===== src/rtl/core/gbs_pkg.sv =====
// Shared types, constants and filter kernels of the blur and gradient magnitude block.
`default_nettype none
package gbs_pkg;

    localparam int MAX_WIDTH = 2048;
    localparam int COL_W = $clog2(MAX_WIDTH);
    localparam int DIMX_W = COL_W + 1;
    localparam int ROW_W = 16;
    localparam int CFG_WIDTH_W = 12;
    localparam int CFG_DATA_W = 16;
    localparam int CFG_INDEX_W = 2;
    localparam int LINE_DEPTH = 8 * MAX_WIDTH;
    localparam int LINE_AW = $clog2(LINE_DEPTH);
    localparam int PIX_W = 24;
    localparam int QUEUE_DEPTH = 2;
    localparam int QUEUE_AW = $clog2(QUEUE_DEPTH);
    localparam int WIN = 7;
    localparam int WIN_W = 3;
    localparam int TAPS = WIN * WIN;
    localparam int TAP_W = $clog2(TAPS);
    localparam int COEF_W = 10;
    localparam int PROD_W = COEF_W + 9;
    localparam int ACC_W = 21;
    localparam int MAG_W = 20;
    localparam int SQ_W = 2 * MAG_W;
    localparam int RAD_W = SQ_W + 2;
    localparam int SQRT_STEPS = MAG_W + 1;
    localparam int ITER_W = $clog2(SQRT_STEPS);
    localparam int DIVISOR = 273;
    localparam int ROOT_W = 19;
    localparam int QUO_W = 11;
    localparam int RECIP_SHIFT = 28;
    localparam int RECIP_W = 20;
    localparam int RECIP_MUL = ((1 << RECIP_SHIFT) + DIVISOR - 1) / DIVISOR;

    localparam logic [CFG_INDEX_W-1:0] REG_WIDTH = 2'd0;
    localparam logic [CFG_INDEX_W-1:0] REG_HEIGHT = 2'd1;
    localparam logic [CFG_WIDTH_W-1:0] WIDTH_RESET = 12'd640;
    localparam logic [ROW_W-1:0] HEIGHT_RESET = 16'd480;

    typedef struct packed {
        logic       req_type;
        logic [7:0] red_in;
        logic [7:0] green_in;
        logic [7:0] blue_in;
    } pix_in_t;

    typedef struct packed {
        logic [7:0] red_edge;
        logic [7:0] green_edge;
        logic [7:0] blue_edge;
        logic       frame_last;
    } pix_out_t;

    typedef struct packed {
        logic [COL_W-1:0]   ox;
        logic [ROW_W-1:0]   oy;
        logic [LINE_AW-1:0] optr;
        logic               last;
    } job_t;

    typedef struct packed {
        logic               en;
        logic [LINE_AW-1:0] addr;
        logic [PIX_W-1:0]   data;
    } wr_t;

    typedef struct packed {
        logic [DIMX_W-1:0] w_eff;
        logic [ROW_W-1:0]  h_eff;
    } dims_t;

    typedef enum logic [2:0] {
        BK_IDLE,
        BK_READ,
        BK_DRAIN,
        BK_SQUARE,
        BK_SUM,
        BK_SQRT,
        BK_DIV,
        BK_OUT
    } back_state_t;

    typedef logic signed [COEF_W-1:0] coef_table_t [TAPS];

    localparam int GAUSS [5][5] = '{
        '{1, 4, 7, 4, 1},
        '{4, 16, 26, 16, 4},
        '{7, 26, 41, 26, 7},
        '{4, 16, 26, 16, 4},
        '{1, 4, 7, 4, 1}
    };
    localparam int SOBEL_X [3][3] = '{'{-1, 0, 1}, '{-2, 0, 2}, '{-1, 0, 1}};
    localparam int SOBEL_Y [3][3] = '{'{-1, -2, -1}, '{0, 0, 0}, '{1, 2, 1}};

    // The Sobel operator convolved with the Gaussian gives one 7x7 kernel per axis.
    function automatic coef_table_t build_kernel(input bit is_y);
        coef_table_t t;
        int acc;
        int ii;
        int jj;
        for (int v = 0; v < WIN; v++) begin
            for (int u = 0; u < WIN; u++) begin
                acc = 0;
                for (int dj = 0; dj < 3; dj++) begin
                    for (int di = 0; di < 3; di++) begin
                        ii = u - di;
                        jj = v - dj;
                        if (ii >= 0 && ii < 5 && jj >= 0 && jj < 5) begin
                            acc = acc + (is_y ? SOBEL_Y[dj][di] : SOBEL_X[dj][di])
                                * GAUSS[jj][ii];
                        end
                    end
                end
                t[v * WIN + u] = COEF_W'(acc);
            end
        end
        return t;
    endfunction

    localparam coef_table_t KERNEL_X = build_kernel(1'b0);
    localparam coef_table_t KERNEL_Y = build_kernel(1'b1);

endpackage
`default_nettype wire


===== src/rtl/core/gbs_queue.sv =====
// Two-entry job queue between the front and back parts.
`default_nettype none
module gbs_queue
    import gbs_pkg::*;
(
    input  wire logic clk,
    input  wire logic rst_n,
    input  wire logic push,
    input  wire job_t push_data,
    input  wire logic pop,
    output logic      full,
    output logic      valid,
    output job_t      head
);

    job_t                entries_reg [QUEUE_DEPTH];
    logic [QUEUE_AW-1:0] wr_ptr_reg;
    logic [QUEUE_AW-1:0] rd_ptr_reg;
    logic [QUEUE_AW:0]   count_reg;

    assign full = (count_reg == (QUEUE_AW + 1)'(QUEUE_DEPTH));
    assign valid = (count_reg != '0);
    assign head = entries_reg[rd_ptr_reg];

    always_ff @(posedge clk or negedge rst_n)
    begin
        if (!rst_n)
        begin
            wr_ptr_reg <= '0;
            rd_ptr_reg <= '0;
            count_reg <= '0;
        end
        else
        begin
            if (push)
            begin
                wr_ptr_reg <= wr_ptr_reg + 1'b1;
            end
            if (pop)
            begin
                rd_ptr_reg <= rd_ptr_reg + 1'b1;
            end
            if (push && !pop)
            begin
                count_reg <= count_reg + 1'b1;
            end
            else if (pop && !push)
            begin
                count_reg <= count_reg - 1'b1;
            end
        end
    end

    always_ff @(posedge clk)
    begin
        if (push)
        begin
            entries_reg[wr_ptr_reg] <= push_data;
        end
    end

endmodule
`default_nettype wire


===== config.mk =====
export PLATFORM = sky130hd
export DESIGN_NAME = gbs_queue
export DESIGN_NICKNAME = d
export VERILOG_FILES = /design/src/rtl/core/gbs_pkg.sv /design/src/rtl/core/gbs_queue.sv
export SDC_FILE = /design/constraint.sdc
export NUM_CORES = 1
export LEC_CHECK = 0
export BUFFER_PORTS_ARGS = -buffer_cell sky130_fd_sc_hd__buf_2
export CORE_MARGIN = 2
export CORE_UTILIZATION = 51
export CTS_BUF_LIST = sky130_fd_sc_hd__clkbuf_2 sky130_fd_sc_hd__clkbuf_4 sky130_fd_sc_hd__clkbuf_8
export DETAILED_ROUTE_END_ITERATION = 12
export GPL_ROUTABILITY_DRIVEN = 0
export PLACE_DENSITY = 0.78
export SYNTH_ARGS = -nofsm -noshare
export SYNTH_HDL_FRONTEND = slang
export SYNTH_SLANG_ARGS = --single-unit

===== constraint.sdc =====
create_clock -name clk -period 6.6 [get_ports clk]
set_input_delay 0.66 -clock clk [delete_from_list [all_inputs] [get_ports clk]]
set_output_delay 0.66 -clock clk [all_outputs]
set_load 0.02 [all_outputs]

==> results.sh <==
export IMPL_drtIter0Drc=114
export IMPL_wl_per_cell_um=15.6
export IMPL_clock_skew_ns=0.00486
export IMPL_ir_drop_mv=0.249
export IMPL_dp_slack_ns=4.25
export IMPL_dr_total_vias=1592
export IMPL_yosys_area_top_type="edfxtp_1"
export IMPL_finalWorstPathRequiredPeriod_ns=2.68
export IMPL_root_buffer="clkbuf_8"
export IMPL_crit_type="reg2out"
export IMPL_power_mw=1.84
export IMPL_clock_path_buffers=2
export IMPL_synthTopCellsByArea="edfxtp_1 (74%), mux2_4 (17%), dfrtp_1 (2.9%)"
export IMPL_final_cells=326
export IMPL_yosys_warnings=0
export IMPL_ys_top_cells_by_count="edfxtp_1 (84), mux2_4 (39), buf_12 (4), dfrtp_1 (4), xor2_1 (4)"
export IMPL_htree_levels=3
export IMPL_coreArea_sq_mm=0.00642
export IMPL_cp_end_kind="primary output"
export IMPL_critical_path_arrival_ns=2.02
export IMPL_synth_compound_area_share_pct=0
export IMPL_async_reset_ff_share_pct=4.55
export IMPL_slew_violations=0
export IMPL_worstSetupStartpointType="flip-flop"
export IMPL_fin_area_sq_mm=0.00414
export IMPL_drive_gt1_share_pct=61.0
export IMPL_area_delta_synth_final_pct=20.9
export IMPL_crit_fanout=34
export IMPL_netlist_area_sq_mm=0.00342
export IMPL_initial_core_util_pct=53.3
export IMPL_post_cts_setup_buffers=0
export IMPL_yosysTopAreaCellShare_pct=73.7
export IMPL_ys_seq_elements=88
export IMPL_timing_final_ws_setup_ns=3.92
export IMPL_postRouteAntennaNets=0
export IMPL_grt_ovfl_total=0
export IMPL_power_frac_comb_pct=33.8
export IMPL_synth_top_family_by_area="multiplexers"
export IMPL_setup_viol=0
export IMPL_vias_per_cell=4.88
export IMPL_cts_clk_slew_worst_paths_ns=0.08
export IMPL_multi_input_area_sq_um=713
export IMPL_grt_pass1_vias=1602
export IMPL_globalRouteTotalUtil_pct=14.3
export IMPL_synth_avg_cell_area_sq_um=23.3
export IMPL_min_period_over_period_pct=40.6
export IMPL_yosysSeqAreaShare_pct=76.6
export IMPL_worstPathRequired_ns=5.94
export IMPL_dieArea_sq_mm=0.00738
export IMPL_clkPwrFrac_pct=23.1
export IMPL_synth_area_mux_share_pct=18.1
export IMPL_grt_start_max_net_pins=43
export IMPL_num_fill_cells=465
export IMPL_hold_path_class="in2async"
export IMPL_seqPwrFrac_pct=43.1
export IMPL_fmax_mhz=373
export IMPL_cts_hold_buf=0
export IMPL_path_cells="buf_4, mux2_2, buf_2"
export IMPL_antenna_found_initial=0
export IMPL_r2r_start="wr_ptr_reg"
export IMPL_slowest_delay_ns=0.56
export IMPL_clock_sinks=88
export IMPL_placed_cell_area_sq_mm=0.00390
export IMPL_tritoncts="done"
export IMPL_slowest_stage="buf_4"
export IMPL_yosysMostFrequentCell="edfxtp_1"
export IMPL_p_leak_nw=1.70
export IMPL_num_antenna_cells=0
export IMPL_internal_power_mw=1.28
export IMPL_largest_reg_flops=84
export IMPL_slew_headroom_pct=34.4
export IMPL_synthSimpleGateAreaFrac_pct=0.841
export IMPL_setup_tns_final_ns=0
export IMPL_grt_pass1_wl_mm=7.72
export IMPL_hold_viol=0
export IMPL_status="finished, final reports clean"
export IMPL_fp_dieW_um=85.9
export IMPL_power_density_mw_per_mm2=445
export IMPL_rsz0062_at_grt="no"
export IMPL_port_buffers=89
export IMPL_wl_mm=5.07
export IMPL_hpwl_mm=3.44
export IMPL_synthAdderAreaFrac_pct=0.366
export IMPL_drc=0
export IMPL_ys_types=14
export IMPL_cts_resized=0
export IMPL_tightest_slew_ns=0.984
export IMPL_dieHeight_um=85.9
export IMPL_synth_xor_area_share_pct=1.28
export IMPL_insertion_delay_ns=0.33
export IMPL_synth_flop_cell="edfxtp_1"
export IMPL_regArea_sq_mm=0.00262
export IMPL_num_nets_final=291
export IMPL_maxCapViolCount=0
export IMPL_io_pins=90
export IMPL_cts_buffers=9
export IMPL_cp_startpoint="rd_ptr_reg"
export IMPL_dp_cells=310
export IMPL_rows=29
export IMPL_fin_util_pct=64.4
export IMPL_synth_edf_count=84
export IMPL_synthCells=147
export IMPL_switchingPower_mw=0.558
export IMPL_holdWs_ns=0.125
export IMPL_first_pass_iters=4
export IMPL_r2r_slack_ns=4.97
export IMPL_syn_nets=194
export IMPL_swShare_pct=30.3
==> cell type report <==
| class | count | share of cell area [%] |
|---|---|---|
| inverters | 1 | 0.0907 |
| well taps | 77 | 2.33 |
| repair buffers | 91 | 11.1 |
| flip-flops and latches | 88 | 63.4 |
| clock inverters | 6 | 2.60 |
| clock buffers | 10 | 3.18 |
| multi-input cells | 53 | 17.2 |
==> path summary, 6_finish.rpt <==
path	to	depth (start not counted)
worst min register to register	count_reg[1]	1
max in group asynchronous	rd_ptr_reg	1
worst max register to register	entries_reg[1][10]	1
worst max-delay path	head[22]	3
min in group clk	count_reg[1]	1
worst min-delay path	count_reg[1]	1
==> kinds of logic after synthesis <==
logic type               after synthesis
flip-flops                            88
multiplexers                          42
buffers and inverters                  6
XOR/XNOR                               5
AND/OR/NAND/NOR                        5
adder cells (fa/ha/maj)                1
==> metal layers <==
layer	track usage, %	wire length (um)	up-vias
met5	0	0	-
met4	5.63	40	0
met3	4.43	339	6
met2	24.2	2630	64
met1	17.0	2060	758
li1	-	-	764
==> power by group through the flow <==
stage               logic [mW]  registers, mW  clock network [mW]
floorplan                0.535          0.783                   0
global placement         0.628          0.800                   0
detailed placement       0.629          0.808                   0
CTS                      0.633          0.795               0.436
global route             0.658          0.805               0.461
finish                   0.622          0.793               0.426
==> worst max-delay path: cells and delay by family (launching register included) <==
family | cells | cell delay (ns)
buf+inv | 2 | 0.72
flops | 1 | 0.54
mux | 1 | 0.40
==> cells in the final DEF (no fill, tap or decap), drive strengths merged <==
cell type  instances
buf               91
nor2               1
mux2              42
nor2b              2
clkinv             3
or2                1
ha                 1
xor2               4
and2               1
bufinv             3
clkbuf            10
dfrtp              4
edfxtp            84
inv                1
xnor2              1
Note: power is estimated with default switching activity, not from simulation.
