### src/rtl/core/gbs_pkg.sv
// Shared types, constants and filter kernels of the blur and gradient magnitude block.
`default_nettype none
package gbs_pkg;

    localparam int MAX_WIDTH = 2048;
    localparam int COL_W = $clog2(MAX_WIDTH);
    localparam int DIMX_W = COL_W + 1;
    localparam int ROW_W = 16;
    localparam int CFG_WIDTH_W = 12;
    localparam int CFG_DATA_W = 16;
    localparam int CFG_INDEX_W = 2;
    localparam int LINE_DEPTH = 8 * MAX_WIDTH;
    localparam int LINE_AW = $clog2(LINE_DEPTH);
    localparam int PIX_W = 24;
    localparam int QUEUE_DEPTH = 2;
    localparam int QUEUE_AW = $clog2(QUEUE_DEPTH);
    localparam int WIN = 7;
    localparam int WIN_W = 3;
    localparam int TAPS = WIN * WIN;
    localparam int TAP_W = $clog2(TAPS);
    localparam int COEF_W = 10;
    localparam int PROD_W = COEF_W + 9;
    localparam int ACC_W = 21;
    localparam int MAG_W = 20;
    localparam int SQ_W = 2 * MAG_W;
    localparam int RAD_W = SQ_W + 2;
    localparam int SQRT_STEPS = MAG_W + 1;
    localparam int ITER_W = $clog2(SQRT_STEPS);
    localparam int DIVISOR = 273;
    localparam int ROOT_W = 19;
    localparam int QUO_W = 11;
    localparam int RECIP_SHIFT = 28;
    localparam int RECIP_W = 20;
    localparam int RECIP_MUL = ((1 << RECIP_SHIFT) + DIVISOR - 1) / DIVISOR;

    localparam logic [CFG_INDEX_W-1:0] REG_WIDTH = 2'd0;
    localparam logic [CFG_INDEX_W-1:0] REG_HEIGHT = 2'd1;
    localparam logic [CFG_WIDTH_W-1:0] WIDTH_RESET = 12'd640;
    localparam logic [ROW_W-1:0] HEIGHT_RESET = 16'd480;

    typedef struct packed {
        logic       req_type;
        logic [7:0] red_in;
        logic [7:0] green_in;
        logic [7:0] blue_in;
    } pix_in_t;

    typedef struct packed {
        logic [7:0] red_edge;
        logic [7:0] green_edge;
        logic [7:0] blue_edge;
        logic       frame_last;
    } pix_out_t;

    typedef struct packed {
        logic [COL_W-1:0]   ox;
        logic [ROW_W-1:0]   oy;
        logic [LINE_AW-1:0] optr;
        logic               last;
    } job_t;

    typedef struct packed {
        logic               en;
        logic [LINE_AW-1:0] addr;
        logic [PIX_W-1:0]   data;
    } wr_t;

    typedef struct packed {
        logic [DIMX_W-1:0] w_eff;
        logic [ROW_W-1:0]  h_eff;
    } dims_t;

    typedef enum logic [2:0] {
        BK_IDLE,
        BK_READ,
        BK_DRAIN,
        BK_SQUARE,
        BK_SUM,
        BK_SQRT,
        BK_DIV,
        BK_OUT
    } back_state_t;

    typedef logic signed [COEF_W-1:0] coef_table_t [TAPS];

    localparam int GAUSS [5][5] = '{
        '{1, 4, 7, 4, 1},
        '{4, 16, 26, 16, 4},
        '{7, 26, 41, 26, 7},
        '{4, 16, 26, 16, 4},
        '{1, 4, 7, 4, 1}
    };
    localparam int SOBEL_X [3][3] = '{'{-1, 0, 1}, '{-2, 0, 2}, '{-1, 0, 1}};
    localparam int SOBEL_Y [3][3] = '{'{-1, -2, -1}, '{0, 0, 0}, '{1, 2, 1}};

    // The Sobel operator convolved with the Gaussian gives one 7x7 kernel per axis.
    function automatic coef_table_t build_kernel(input bit is_y);
        coef_table_t t;
        int acc;
        int ii;
        int jj;
        for (int v = 0; v < WIN; v++) begin
            for (int u = 0; u < WIN; u++) begin
                acc = 0;
                for (int dj = 0; dj < 3; dj++) begin
                    for (int di = 0; di < 3; di++) begin
                        ii = u - di;
                        jj = v - dj;
                        if (ii >= 0 && ii < 5 && jj >= 0 && jj < 5) begin
                            acc = acc + (is_y ? SOBEL_Y[dj][di] : SOBEL_X[dj][di])
                                * GAUSS[jj][ii];
                        end
                    end
                end
                t[v * WIN + u] = COEF_W'(acc);
            end
        end
        return t;
    endfunction

    localparam coef_table_t KERNEL_X = build_kernel(1'b0);
    localparam coef_table_t KERNEL_Y = build_kernel(1'b1);

endpackage
`default_nettype wire

### src/rtl/core/gbs_front.sv
// Front part: configuration, pixel storage writes and output scheduling.
`default_nettype none
module gbs_front
    import gbs_pkg::*;
(
    input  wire logic                   clk,
    input  wire logic                   rst_n,
    input  wire logic                   cfg_wr_en,
    input  wire logic [CFG_INDEX_W-1:0] cfg_index,
    input  wire logic [CFG_DATA_W-1:0]  cfg_data,
    input  wire logic                   in_valid,
    input  wire pix_in_t                in_data,
    input  wire logic                   q_full,
    output logic                        in_ready,
    output logic                        push,
    output job_t                        job,
    output wr_t                         wr,
    output dims_t                       dims
);

    logic [CFG_WIDTH_W-1:0] width_reg;
    logic [ROW_W-1:0]       height_reg;
    logic [COL_W-1:0]       in_col_reg;
    logic [COL_W-1:0]       in_col_next;
    logic [ROW_W-1:0]       in_row_reg;
    logic [ROW_W-1:0]       in_row_next;
    logic [COL_W-1:0]       ox_reg;
    logic [ROW_W-1:0]       oy_reg;
    logic [LINE_AW-1:0]     optr_reg;
    logic [LINE_AW-1:0]     wr_ptr_reg;
    logic [LINE_AW-1:0]     wr_ptr_next;
    logic [DIMX_W-1:0]      w_eff;
    logic [ROW_W-1:0]       h_eff;
    logic [DIMX_W-1:0]      w_m1;
    logic [ROW_W-1:0]       h_m1;
    logic [DIMX_W-1:0]      col_inc;
    logic [DIMX_W-1:0]      rx;
    logic [ROW_W:0]         ry;
    logic [DIMX_W-1:0]      ox_plus;
    logic [ROW_W:0]         oy_plus;
    logic                   xfer;
    logic                   pix_ok;
    logic                   ready_out;
    logic                   is_last;
    logic                   cfg_hit;

    always_comb
    begin
        if (width_reg == '0)
        begin
            w_eff = DIMX_W'(1);
        end
        else if (32'(width_reg) > MAX_WIDTH)
        begin
            w_eff = DIMX_W'(MAX_WIDTH);
        end
        else
        begin
            w_eff = DIMX_W'(width_reg);
        end
        h_eff = (height_reg == '0) ? ROW_W'(1) : height_reg;
    end

    assign w_m1 = w_eff - 1'b1;
    assign h_m1 = h_eff - 1'b1;
    assign dims = '{w_eff: w_eff, h_eff: h_eff};
    assign in_ready = !q_full;
    assign xfer = in_valid && in_ready;
    assign pix_ok = xfer && !in_data.req_type && (in_row_reg < h_eff);
    assign cfg_hit = cfg_wr_en && (cfg_index == REG_WIDTH || cfg_index == REG_HEIGHT);

    always_comb
    begin
        col_inc = {1'b0, in_col_reg} + 1'b1;
        in_col_next = in_col_reg;
        in_row_next = in_row_reg;
        wr_ptr_next = wr_ptr_reg;
        if (pix_ok)
        begin
            wr_ptr_next = wr_ptr_reg + 1'b1;
            if (col_inc >= w_eff)
            begin
                in_col_next = '0;
                in_row_next = in_row_reg + 1'b1;
            end
            else
            begin
                in_col_next = col_inc[COL_W-1:0];
            end
        end
        ox_plus = {1'b0, ox_reg} + DIMX_W'(3);
        oy_plus = {1'b0, oy_reg} + (ROW_W + 1)'(3);
        rx = (ox_plus > w_m1) ? w_m1 : ox_plus;
        ry = (oy_plus > {1'b0, h_m1}) ? {1'b0, h_m1} : oy_plus;
        ready_out = ({1'b0, in_row_next} > ry)
            || (({1'b0, in_row_next} == ry) && ({1'b0, in_col_next} > rx));
        is_last = ({1'b0, ox_reg} == w_m1) && (oy_reg == h_m1);
    end

    assign push = xfer && ready_out;
    assign job = '{ox: ox_reg, oy: oy_reg, optr: optr_reg, last: is_last};
    assign wr = '{en: pix_ok, addr: wr_ptr_reg,
                  data: {in_data.red_in, in_data.green_in, in_data.blue_in}};

    always_ff @(posedge clk or negedge rst_n)
    begin
        if (!rst_n)
        begin
            width_reg <= WIDTH_RESET;
            height_reg <= HEIGHT_RESET;
            in_col_reg <= '0;
            in_row_reg <= '0;
            ox_reg <= '0;
            oy_reg <= '0;
            optr_reg <= '0;
            wr_ptr_reg <= '0;
        end
        else if (cfg_hit)
        begin
            if (cfg_index == REG_WIDTH)
            begin
                width_reg <= cfg_data[CFG_WIDTH_W-1:0];
            end
            else
            begin
                height_reg <= cfg_data[ROW_W-1:0];
            end
            in_col_reg <= '0;
            in_row_reg <= '0;
            ox_reg <= '0;
            oy_reg <= '0;
            optr_reg <= wr_ptr_reg;
        end
        else
        begin
            wr_ptr_reg <= wr_ptr_next;
            if (push && is_last)
            begin
                in_col_reg <= '0;
                in_row_reg <= '0;
                ox_reg <= '0;
                oy_reg <= '0;
                optr_reg <= wr_ptr_next;
            end
            else
            begin
                in_col_reg <= in_col_next;
                in_row_reg <= in_row_next;
                if (push)
                begin
                    optr_reg <= optr_reg + 1'b1;
                    if ({1'b0, ox_reg} == w_m1)
                    begin
                        ox_reg <= '0;
                        oy_reg <= oy_reg + 1'b1;
                    end
                    else
                    begin
                        ox_reg <= ox_reg + 1'b1;
                    end
                end
            end
        end
    end

endmodule
`default_nettype wire

### config.mk
export PLATFORM = sky130hd
export DESIGN_NAME = gbs_front
export DESIGN_NICKNAME = d
export VERILOG_FILES = /design/src/rtl/core/gbs_pkg.sv /design/src/rtl/core/gbs_front.sv
export SDC_FILE = /design/constraint.sdc
export NUM_CORES = 1
export LEC_CHECK = 0
export ABC_AREA = 1
export BUFFER_PORTS_ARGS = -buffer_cell sky130_fd_sc_hd__buf_2
export CAP_MARGIN = 20
export CORE_MARGIN = 2
export CORE_UTILIZATION = 35
export CTS_CLUSTER_DIAMETER = 60
export CTS_CLUSTER_SIZE = 10
export DETAILED_ROUTE_END_ITERATION = 10
export PLACE_DENSITY = 0.52
export SETUP_SLACK_MARGIN = 0.02
export SKIP_LAST_GASP = 1
export SLEW_MARGIN = 30
export SYNTH_ARGS = -nofsm -noshare
export SYNTH_HDL_FRONTEND = slang
export SYNTH_SLANG_ARGS = --single-unit
### constraint.sdc
create_clock -name clk -period 5.6 [get_ports clk]
set_input_delay 0 -clock clk [delete_from_list [all_inputs] [get_ports clk]]
set_output_delay 0 -clock clk [all_outputs]
set_load 0.02 [all_outputs]
==> results.ini, run 1 <==
[setup_path]
r2r-start = height_reg[5]
regToRegEndpoint = oy_reg[12]
endpoint_kind = flip-flop
crit_path_top_delay_cell = dfstp_2
timing.reg2reg.worst_path_depth = 35
crit_buf_inv = 6
timing.critical_path.depth = 35
worst_path_largest_cell_delay_ps = 570
setup.worst_path.class = reg -> reg
regToRegSetupSlack_ps = 290
timing.critical_path.required_ps = 5910
crit_arrival_ps = 5610
worstPathMaxFanout = 10
worst_setup_path_endpoint = oy_reg[12]
critical_path.startpoint_type = flip-flop
worst_setup_path_startpoint = height_reg[5]
critPathTopFamily = simple AND/OR/NAND/NOR gates

[drt]
drt_drc_violations_left = 0
wl_per_cell_um = 16.8
antenna_left = 0
route.detailed.vias_per_inst = 5.06
first_iter_violations = 802
vias = 10918
drt-total-wl_mm = 36.3
first_pass_iters = 5

[clock_tree]
worst_setup_hold_path_clk_slew_ps = 90
cts-buffers-inserted = 9
max-clock-path-buffers = 2
worst_skew_pair.late_latency_ps = 370
tritoncts = yes
h-tree-depth = 3
root_buffer = clkbuf_16
clkSinkCount = 110

[power_and_ir_drop]
vdd_drop_max_mv = 0.203
power.leakage_uw = 0.00661
power_density_nw_per_um2 = 247

[global_routing]
grt_antenna_before_repair = 0
grt_pass1_wl_mm = 56.1
number_of_global_route_vias_before_repair = 10155
groute.usage.overall = 0.229
globalRoute.totalOverflow = 0
grt_max_degree = 64

[finish]
antenna-diode-count = 0
drive_above_1_share = 0.171
layout.filler_cells = 3110
design.final.nets = 1902
area_growth_pct = 19.9

[floorplan]
num_ports = 159
dieWidth_um = 178
initial_core_util = 0.356
std_cell_rows = 63
die_y_um = 178
core-area_sq_um = 29700
die-area_sq_um = 31600

[sta]
finalWorstPathRequiredPeriod_ps = 5310
slew_headroom = 0.418
fin_ws_ps = 294
setup_violations = 0
layout_worst_path_cycle_share = 0.947
worst_clock_skew_ps = 13.4
tightest_slew_ps = 872
maximum_achievable_frequency_ghz = 0.188
final_max_slew_viol_count = 0
hold_viol = 0
hold_ws_ps = 0.00560

[synthesis]
ys.flop_type = dfrtp_1
avgSynthCellArea_sq_um = 6.50
synthCells = 1627
synth.ff_latch_count = 110
synth.cell_area_sq_um = 10600
synth_edf_count = 0
synth-async-reset-ratio = 1.00
ys_warn_count = 0
synth-seq-area-share = 0.261
synthesized_nets = 1767
yosys.cell_types.count = 49

[placed_design]
gpl.final_weighted_congestion = 1.03
detailed_place_hpwl_mm = 28.6
preCtsSetupSlack_ps = -67.1
port_buffers = 110

[hold_path]
hp-class = in -> out

[run_status]
status = completed

[job]
maxCapViolCount = 0

## worst min-delay path by stage
stage / startpoint / to / depth (start not counted)
final: in_data[14] / wr[14] / 0
after global routing: in_data[4] / wr[4] / 0
after CTS: in_data[10] / wr[10] / 0
after detailed placement: in_data[10] / wr[10] / 0
after global placement: in_data[10] / wr[10] / 0
after floorplan: rst_n / height_reg[0] / 0
## placed cells by master (no fill, tap or decap), types with 5 or more instances in the layout
master	count
dlygate4sd3_1	17
nand2_1	398
xnor2_1	11
nand2_2	20
nor3_1	27
nor3_2	6
dfrtp_1	101
dfstp_2	6
xor2_1	70
o21ai_1	22
clkbuf_16	10
o21ai_0	119
nand4_1	39
inv_1	250
buf_2	109
a21oi_1	45
o22ai_1	8
nand3_2	6
nor2_1	125
buf_4	76
nand3b_1	7
ha_1	87
inv_2	6
nor4_1	9
nor2_2	15
ha_4	5
nor2_4	9
nand3_1	98
## power breakdown
part | switching (uW) | leakage, uW | internal (uW)
Sequential | 91.0 | 0.00146 | 876
Clock | 354 | 0.000147 | 358
Combinational | 939 | 0.00500 | 517
## kinds of logic after synthesis
logic type | share of synthesized area
adder cells (fa/ha/maj) | 0.109
buffers and inverters | 0.137
XOR/XNOR | 0.0719
AO/OA/AOI/OAI | 0.114
other | 0.000354
AND/OR/NAND/NOR | 0.307
flip-flops | 0.261
## metrics by stage
step	total power (uW)	std cells	TNS, ps	utilization	instance area [sq um]
global placement	2310	2101	0	0.392	11600
detailed placement	2320	2101	-215	0.392	11700
finish	3130	2157	0	0.427	12700
CTS	3050	2134	0	0.408	12100
global route	3370	2157	-522	0.427	12700
floorplan	1870	1627	0	-	10600
## synth_stat cells (all sizes together), types with 33 or more instances
| cell | instances | area share |
|---|---|---|
| ha | 92 | 0.11 |
| o21ai | 141 | 0.067 |
| nand3 | 104 | 0.051 |
| buf | 44 | 0.029 |
| nand2 | 422 | 0.15 |
| nand4 | 39 | 0.023 |
| clkbuf | 45 | 0.016 |
| inv | 259 | 0.092 |
| nor2 | 149 | 0.055 |
| nor3 | 33 | 0.016 |
| a21oi | 45 | 0.021 |
| dfrtp | 104 | 0.25 |
| xor2 | 74 | 0.062 |
## layout make-up
cell class / instances / area (sq um) / area share
Tap cell: 390 / 488 / 0.0385
Inverter: 260 / 987 / 0.0778
Multi-Input combinational cell: 1168 / 6690 / 0.528
Sequential cell: 110 / 2760 / 0.218
Timing Repair Buffer: 212 / 1440 / 0.114
Clock buffer: 10 / 229 / 0.0180
Clock inverter: 6 / 77.6 / 0.00611
Timing Repair inverter: 1 / 7.51 / 0.000592
## layer usage
metal	global-route usage	vias to the layer above	part of all wire
met5	0	-	0
met4	0.0833	0	0.029
met3	0.0293	50	0.040
met2	0.370	240	0.46
met1	0.314	5168	0.47
li1	-	5460	-
## what timing repair did
item / in CTS / in global routing
endpoints found under the setup margin: 19 / 69
setup buffers: 0 / 20
hold endpoints to repair: 73 / 0
gates resized for setup: 3 / 110
gates cloned: 0 / 3
pin swaps: 0 / 20
hold buffers: 17 / 0
(Power assumes the default switching activity.)
==> inputs of run 2 (changes only) <==
- BUFFER_PORTS_ARGS: -buffer_cell sky130_fd_sc_hd__buf_2 -> not set
- CELL_PAD_IN_SITES_DETAIL_PLACEMENT: not set -> 1
- CELL_PAD_IN_SITES_GLOBAL_PLACEMENT: not set -> 2
- CORE_UTILIZATION: 35 -> 32
- DONT_BUFFER_PORTS: not set -> 1
- PLACE_DENSITY: 0.52 -> 0.75
==> results.ini, run 2 (synthesis results as in run 1) <==
[global_routing]
grt_pass1_wl_mm = 61.8  ; was 56.1 mm
grt_max_degree = 111  ; was 64
grt_antenna_before_repair = 0  ; unchanged
groute.usage.overall = 0.235  ; was 0.229
number_of_global_route_vias_before_repair = 10952  ; was 10155
globalRoute.totalOverflow = 0  ; unchanged

[placed_design]
detailed_place_hpwl_mm = 31.7  ; was 28.6 mm
port_buffers = 0  ; was 110
gpl.final_weighted_congestion = 0.889  ; was 1.03

[power_and_ir_drop]
switchingPower_uw = 1430  ; was 1380 uW
vdd_drop_max_mv = 0.253  ; was 0.203 mV
p_clk_frac = 0.225  ; was 0.227
comb_power_share = 0.460  ; was 0.464
power_frac_seq = 0.314  ; was 0.308
power_density_nw_per_um2 = 248  ; was 247 nW/um^2
power.leakage_uw = 0.00630  ; was 0.00661 uW
swShare = 0.449  ; was 0.442
p_int_uw = 1760  ; was 1750 uW

[clock_tree]
h-tree-depth = 3  ; unchanged
worst_setup_hold_path_clk_slew_ps = 90  ; about the same
cts-buffers-inserted = 9  ; unchanged
max-clock-path-buffers = 2  ; unchanged
clkSinkCount = 110  ; unchanged
tritoncts = yes  ; unchanged
root_buffer = clkbuf_16  ; unchanged
worst_skew_pair.late_latency_ps = 390  ; was 370 ps

[run_status]
status = completed  ; unchanged

[floorplan]
initial_core_util = 0.325  ; was 0.356
die-area_sq_um = 34500  ; was 31600 sq um
num_ports = 159  ; unchanged
dieWidth_um = 186  ; was 178 um
die_y_um = 186  ; was 178 um
std_cell_rows = 66  ; was 63
core-area_sq_um = 32500  ; was 29700 sq um

[sta]
fin_setup_tns_ps = 0  ; unchanged
grt_setup_unrepaired = yes
finalWorstPathRequiredPeriod_ps = 5360  ; was 5310 ps
maximum_achievable_frequency_ghz = 0.186  ; was 0.188 GHz
worst_clock_skew_ps = 15.2  ; was 13.4 ps
layout_worst_path_cycle_share = 0.958  ; was 0.947
slew_headroom = 0.471  ; was 0.418
hold_ws_ps = 0.00775  ; was 0.00560 ps
tightest_slew_ps = 786  ; was 872 ps
setup_violations = 0  ; unchanged
final_max_slew_viol_count = 0  ; unchanged
hold_viol = 0  ; unchanged

[setup_path]
endpoint_kind = flip-flop  ; unchanged
r2r-start = height_reg[7]  ; was height_reg[5]
worst_setup_path_startpoint = height_reg[7]  ; was height_reg[5]
worst_path_largest_cell_delay_ps = 560  ; was 570 ps
crit_path_top_delay_cell = dfstp_2  ; unchanged
critical_path.most_common_cell = nand2_2
timing.critical_path.required_ps = 5880  ; was 5910 ps
setup.worst_path.class = reg -> reg  ; unchanged
worstPathMaxFanout = 7  ; was 10
crit_arrival_ps = 5640  ; was 5610 ps
critical_path.startpoint_type = flip-flop  ; unchanged

[finish]
antenna-diode-count = 0  ; unchanged
drive_above_1_share = 0.162  ; was 0.171
layout_commonest_cell = nand2_1  ; unchanged
design.final.nets = 1828  ; was 1902
layout.filler_cells = 4204  ; was 3110
commonest_cells_after_routing_fill_and_taps_aside = 380 x nand2_1, 248 x inv_1, 118 x o21ai_0  ; was 398 x nand2_1, 250 x inv_1, 125 x nor2_1
area_growth_pct = 21.6  ; was 19.9%

[drt]
wl_per_cell_um = 19.0  ; was 16.8 um
route.detailed.vias_per_inst = 5.07  ; was 5.06
vias = 10816  ; was 10918
antenna_left = 0  ; unchanged
drt-total-wl_mm = 40.5  ; was 36.3 mm
first_pass_iters = 5  ; unchanged
drt_drc_violations_left = 0  ; unchanged
first_iter_violations = 546  ; was 802

[hold_path]
min_from = in_data[2]  ; was in_data[14]
hp-class = in -> out  ; unchanged

[job]
maxCapViolCount = 0  ; unchanged

## run 2: final timing paths
path	end	slack, ps	depth (start not counted)
min in group asynchronous	oy_reg[0]	180	2
worst max-delay path	in_row_reg[6]	240	39
max in group asynchronous	width_reg[1]	4800	2
worst max register to register	in_row_reg[6]	240	39
worst min register to register	width_reg[9]	520	2
worst min-delay path	wr[2]	0.008	0
## run 2: what timing repair did
item	CTS	global route
endpoints found under the setup margin	67	69
pin swaps	1	63
gates resized for setup	17	167
hold buffers	18	0
buffers inserted	6	13
hold endpoints to repair	138	0
gates cloned	1	6
## run 2: worst max-delay path, delay by kind of cell (launching register included)
family / cells / cell delay (ps)
and+or+nand+nor: 23 / 2400
AOI/OAI and AO/OA: 7 / 880
adders and majority gates: 3 / 700
buffers and inverters: 6 / 670
DFF: 1 / 560
## run 2: through the flow
stage / power, uW / cells / util / worst slack (ps) / instance area (sq um)
after detailed placement: 2300 / 2076 / 0.351 / -232 / 11400
after CTS: 3090 / 2117 / 0.371 / 26.3 / 12100
after floorplan: 1870 / 1627 / - / 104 / 10600
final: 3190 / 2135 / 0.395 / 237 / 12900
after global routing: 3430 / 2135 / 0.395 / -161 / 12900
after global placement: 2280 / 2076 / 0.351 / 4.26 / 11400
## run 2: layout make-up
type                            count  area (sq um)  area share
Multi-Input combinational cell   1169          7000       0.544
Sequential cell                   110          2760       0.215
Timing Repair Buffer              137          1240      0.0965
Inverter                          260           988      0.0769
Tap cell                          442           553      0.0430
Clock buffer                       10           239      0.0186
Clock inverter                      6          68.8     0.00535
Timing Repair inverter              1          7.51    0.000584
## run 2: power groups by stage
stage	registers [uW]	clock network (uW)	logic [uW]
2_1_floorplan	1010	0	855
3_3_place_gp	1010	0	1260
6_report	1000	719	1470
4_1_cts	999	741	1350
5_1_grt	1020	765	1650
3_5_place_dp	1010	0	1290
## run 2: routing by layer
| layer | GRT usage | share of wire | up-vias |
|---|---|---|---|
| li1 | - | - | 5306 |
| met1 | 0.329 | 0.49 | 5278 |
| met2 | 0.375 | 0.45 | 204 |
| met3 | 0.0452 | 0.050 | 28 |
| met4 | 0.0488 | 0.012 | 0 |
| met5 | 0 | 0 | - |
==> inputs of run 3 (changes only) <==
- MAX_ROUTING_LAYER: not set -> met4
==> results.ini, run 3 (synthesis results as in run 1) <==
[setup_path]
regToRegSetupSlack_ps = 230  ; was 240 ps
worstPathMaxFanout = 7  ; unchanged
critical_path.most_common_cell = nand2_1  ; was nand2_2
critical_path.startpoint_type = flip-flop  ; unchanged
timing.reg2reg.worst_path_depth = 35  ; was 39
endpoint_kind = flip-flop  ; unchanged
worst_path_largest_cell_delay_ps = 400  ; was 560 ps
timing.critical_path.required_ps = 5870  ; was 5880 ps
crit_path_top_delay_cell = dfrtp_1  ; was dfstp_2
setup.worst_path.class = reg -> reg  ; unchanged
crit_arrival_ps = 5640  ; about the same

[clock_tree]
h-tree-depth = 3  ; unchanged
root_buffer = clkbuf_16  ; unchanged
tritoncts = yes  ; unchanged
worst_skew_pair.late_latency_ps = 390  ; about the same
cts-buffers-inserted = 9  ; unchanged
clkSinkCount = 110  ; unchanged
max-clock-path-buffers = 2  ; unchanged
worst_setup_hold_path_clk_slew_ps = 80  ; was 90 ps

[placed_design]
detailed_place_hpwl_mm = 31.7  ; about the same
preCtsSetupSlack_ps = -150  ; was -232 ps
port_buffers = 0  ; unchanged
gpl.final_weighted_congestion = 0.907  ; was 0.889
place_inst = 2074  ; was 2076

[sta]
tightest_slew_ps = 815  ; was 786 ps
slew_headroom = 0.451  ; was 0.471
fin_setup_tns_ps = 0  ; unchanged
hold_viol = 0  ; unchanged
final_max_slew_viol_count = 0  ; unchanged
setup_violations = 0  ; unchanged
worst_clock_skew_ps = 14.5  ; was 15.2 ps
fin_ws_ps = 230  ; was 237 ps
hold_ws_ps = 0.00775  ; unchanged
layout_worst_path_cycle_share = 0.959  ; was 0.958
finalWorstPathRequiredPeriod_ps = 5370  ; was 5360 ps
maximum_achievable_frequency_ghz = 0.186  ; about the same

[floorplan]
initial_core_util = 0.325  ; unchanged
dieWidth_um = 186  ; unchanged
die-area_sq_um = 34500  ; unchanged
die_y_um = 186  ; unchanged
num_ports = 159  ; unchanged
core-area_sq_um = 32500  ; unchanged
std_cell_rows = 66  ; unchanged

[global_routing]
top_usage_layer = met2  ; unchanged
gr-usage-met2 = 0.357  ; was 0.375
grt_max_degree = 111  ; unchanged
grtUsageMet3 = 0.0428  ; was 0.0452
globalRoute.totalOverflow = 0  ; unchanged
groute.usage.overall = 0.236  ; was 0.235
number_of_global_route_vias_before_repair = 10613  ; was 10952
grt_util_met1 = 0.329  ; about the same
grt_antenna_before_repair = 0  ; unchanged
grt_pass1_wl_mm = 60.3  ; was 61.8 mm

[drt]
antenna_left = 0  ; unchanged
route.detailed.vias_per_inst = 5.00  ; was 5.07
first_pass_iters = 4  ; was 5
drt-total-wl_mm = 40.0  ; was 40.5 mm
wl_per_cell_um = 18.7  ; was 19.0 um
drt_drc_violations_left = 0  ; unchanged
vias = 10694  ; was 10816
first_iter_violations = 503  ; was 546

[finish]
area_growth_pct = 19.2  ; was 21.6%
layout_commonest_cell = nand2_1  ; unchanged
commonest_cells_after_routing_fill_and_taps_aside = 401 x nand2_1, 249 x inv_1, 130 x o21ai_0, 130 x nor2_1, 112 x buf_4  ; was 380 x nand2_1, 248 x inv_1, 118 x o21ai_0
drive_above_1_share = 0.135  ; was 0.162
final_cells = 2140  ; was 2135
layout.filler_cells = 4260  ; was 4204
antenna-diode-count = 0  ; unchanged
design.final.nets = 1833  ; was 1828

[hold_path]
hp-class = in -> out  ; unchanged
min_path_cells = 0  ; unchanged

[run_status]
status = completed  ; unchanged

[job]
maxCapViolCount = 0  ; unchanged

[power_and_ir_drop]
vdd_drop_max_mv = 0.197  ; was 0.253 mV
power.leakage_uw = 0.00631  ; was 0.00630 uW
power_density_nw_per_um2 = 248  ; about the same

[run 3: cell types whose count changed in the layout (fill, tap and decap cells not counted), moves of 11 or more]
cell	change
nand2_1	+21
nand2_2	-11
nand3_1	+12
nand3_2	-11
nor2_1	+16
nor2_4	-12
o21ai_0	+12
[run 3: final cells by class]
class / count / area (sq um) / area share
flip-flops and latches: 110 / 2760 / 0.219
clock inverters: 7 / 62.6 / 0.00496
repair buffers: 144 / 1280 / 0.102
multi-input cells: 1168 / 6740 / 0.534
well taps: 442 / 553 / 0.0439
clock buffers: 9 / 225 / 0.0179
inverters: 260 / 986 / 0.0782
[run 3: report_power, final]
part / total (uW) / switching (uW) / leakage (uW) / internal, uW
Combinational: 1440 / 927 / 0.00470 / 513
Sequential: 1000 / 129 / 0.00146 / 875
Clock: 684 / 370 / 0.000144 / 314
[run 3: stage by stage]
step           instance area (sq um)  total power (uW)  utilization
5_1_grt                        12600              3360        0.387
2_1_floorplan                  10600              1870            -
3_5_place_dp                   11400              2300        0.350
6_report                       12600              3130        0.387
4_1_cts                        11900              3040        0.365
3_3_place_gp                   11400              2270        0.350
[run 3: worst paths after layout]
path | endpoint | from
max | in_row_reg[14] | height_reg[9]
min | wr[2] | in_data[2]
max reg2reg | in_row_reg[14] | height_reg[9]
min reg2reg | width_reg[7] | width_reg[7]
max in group asynchronous | width_reg[8] | rst_n
min in group asynchronous | oy_reg[1] | rst_n
[run 3: metal layers]
| layer | up-vias | wire [um] |
|---|---|---|
| met4 | 0 | 335 |
| li1 | 5306 | - |
| met2 | 173 | 17800 |
| met1 | 5194 | 19800 |
| met3 | 21 | 2000 |
| met5 | - | 0 |
[run 3: timing repair]
action | 4_1_cts | 5_1_grt
endpoints found under the hold margin | 138 | 0
resized for setup | 6 | 87
buffers inserted | 0 | 26
endpoints found under the setup margin | 67 | 69
hold buffers | 18 | 0
cloned | 0 | 6
pin swaps | 0 | 24
[run 3: critical path: cells and delay by family, from the launching register on]
family / cells / cell delay (ps)
AOI/OAI and AO/OA: 7 / 950
xor gates and xnor gates: 1 / 270
adders and majority gates: 3 / 800
buffers and inverters: 6 / 810
DFF: 1 / 400
and+or+nand+nor: 18 / 2020
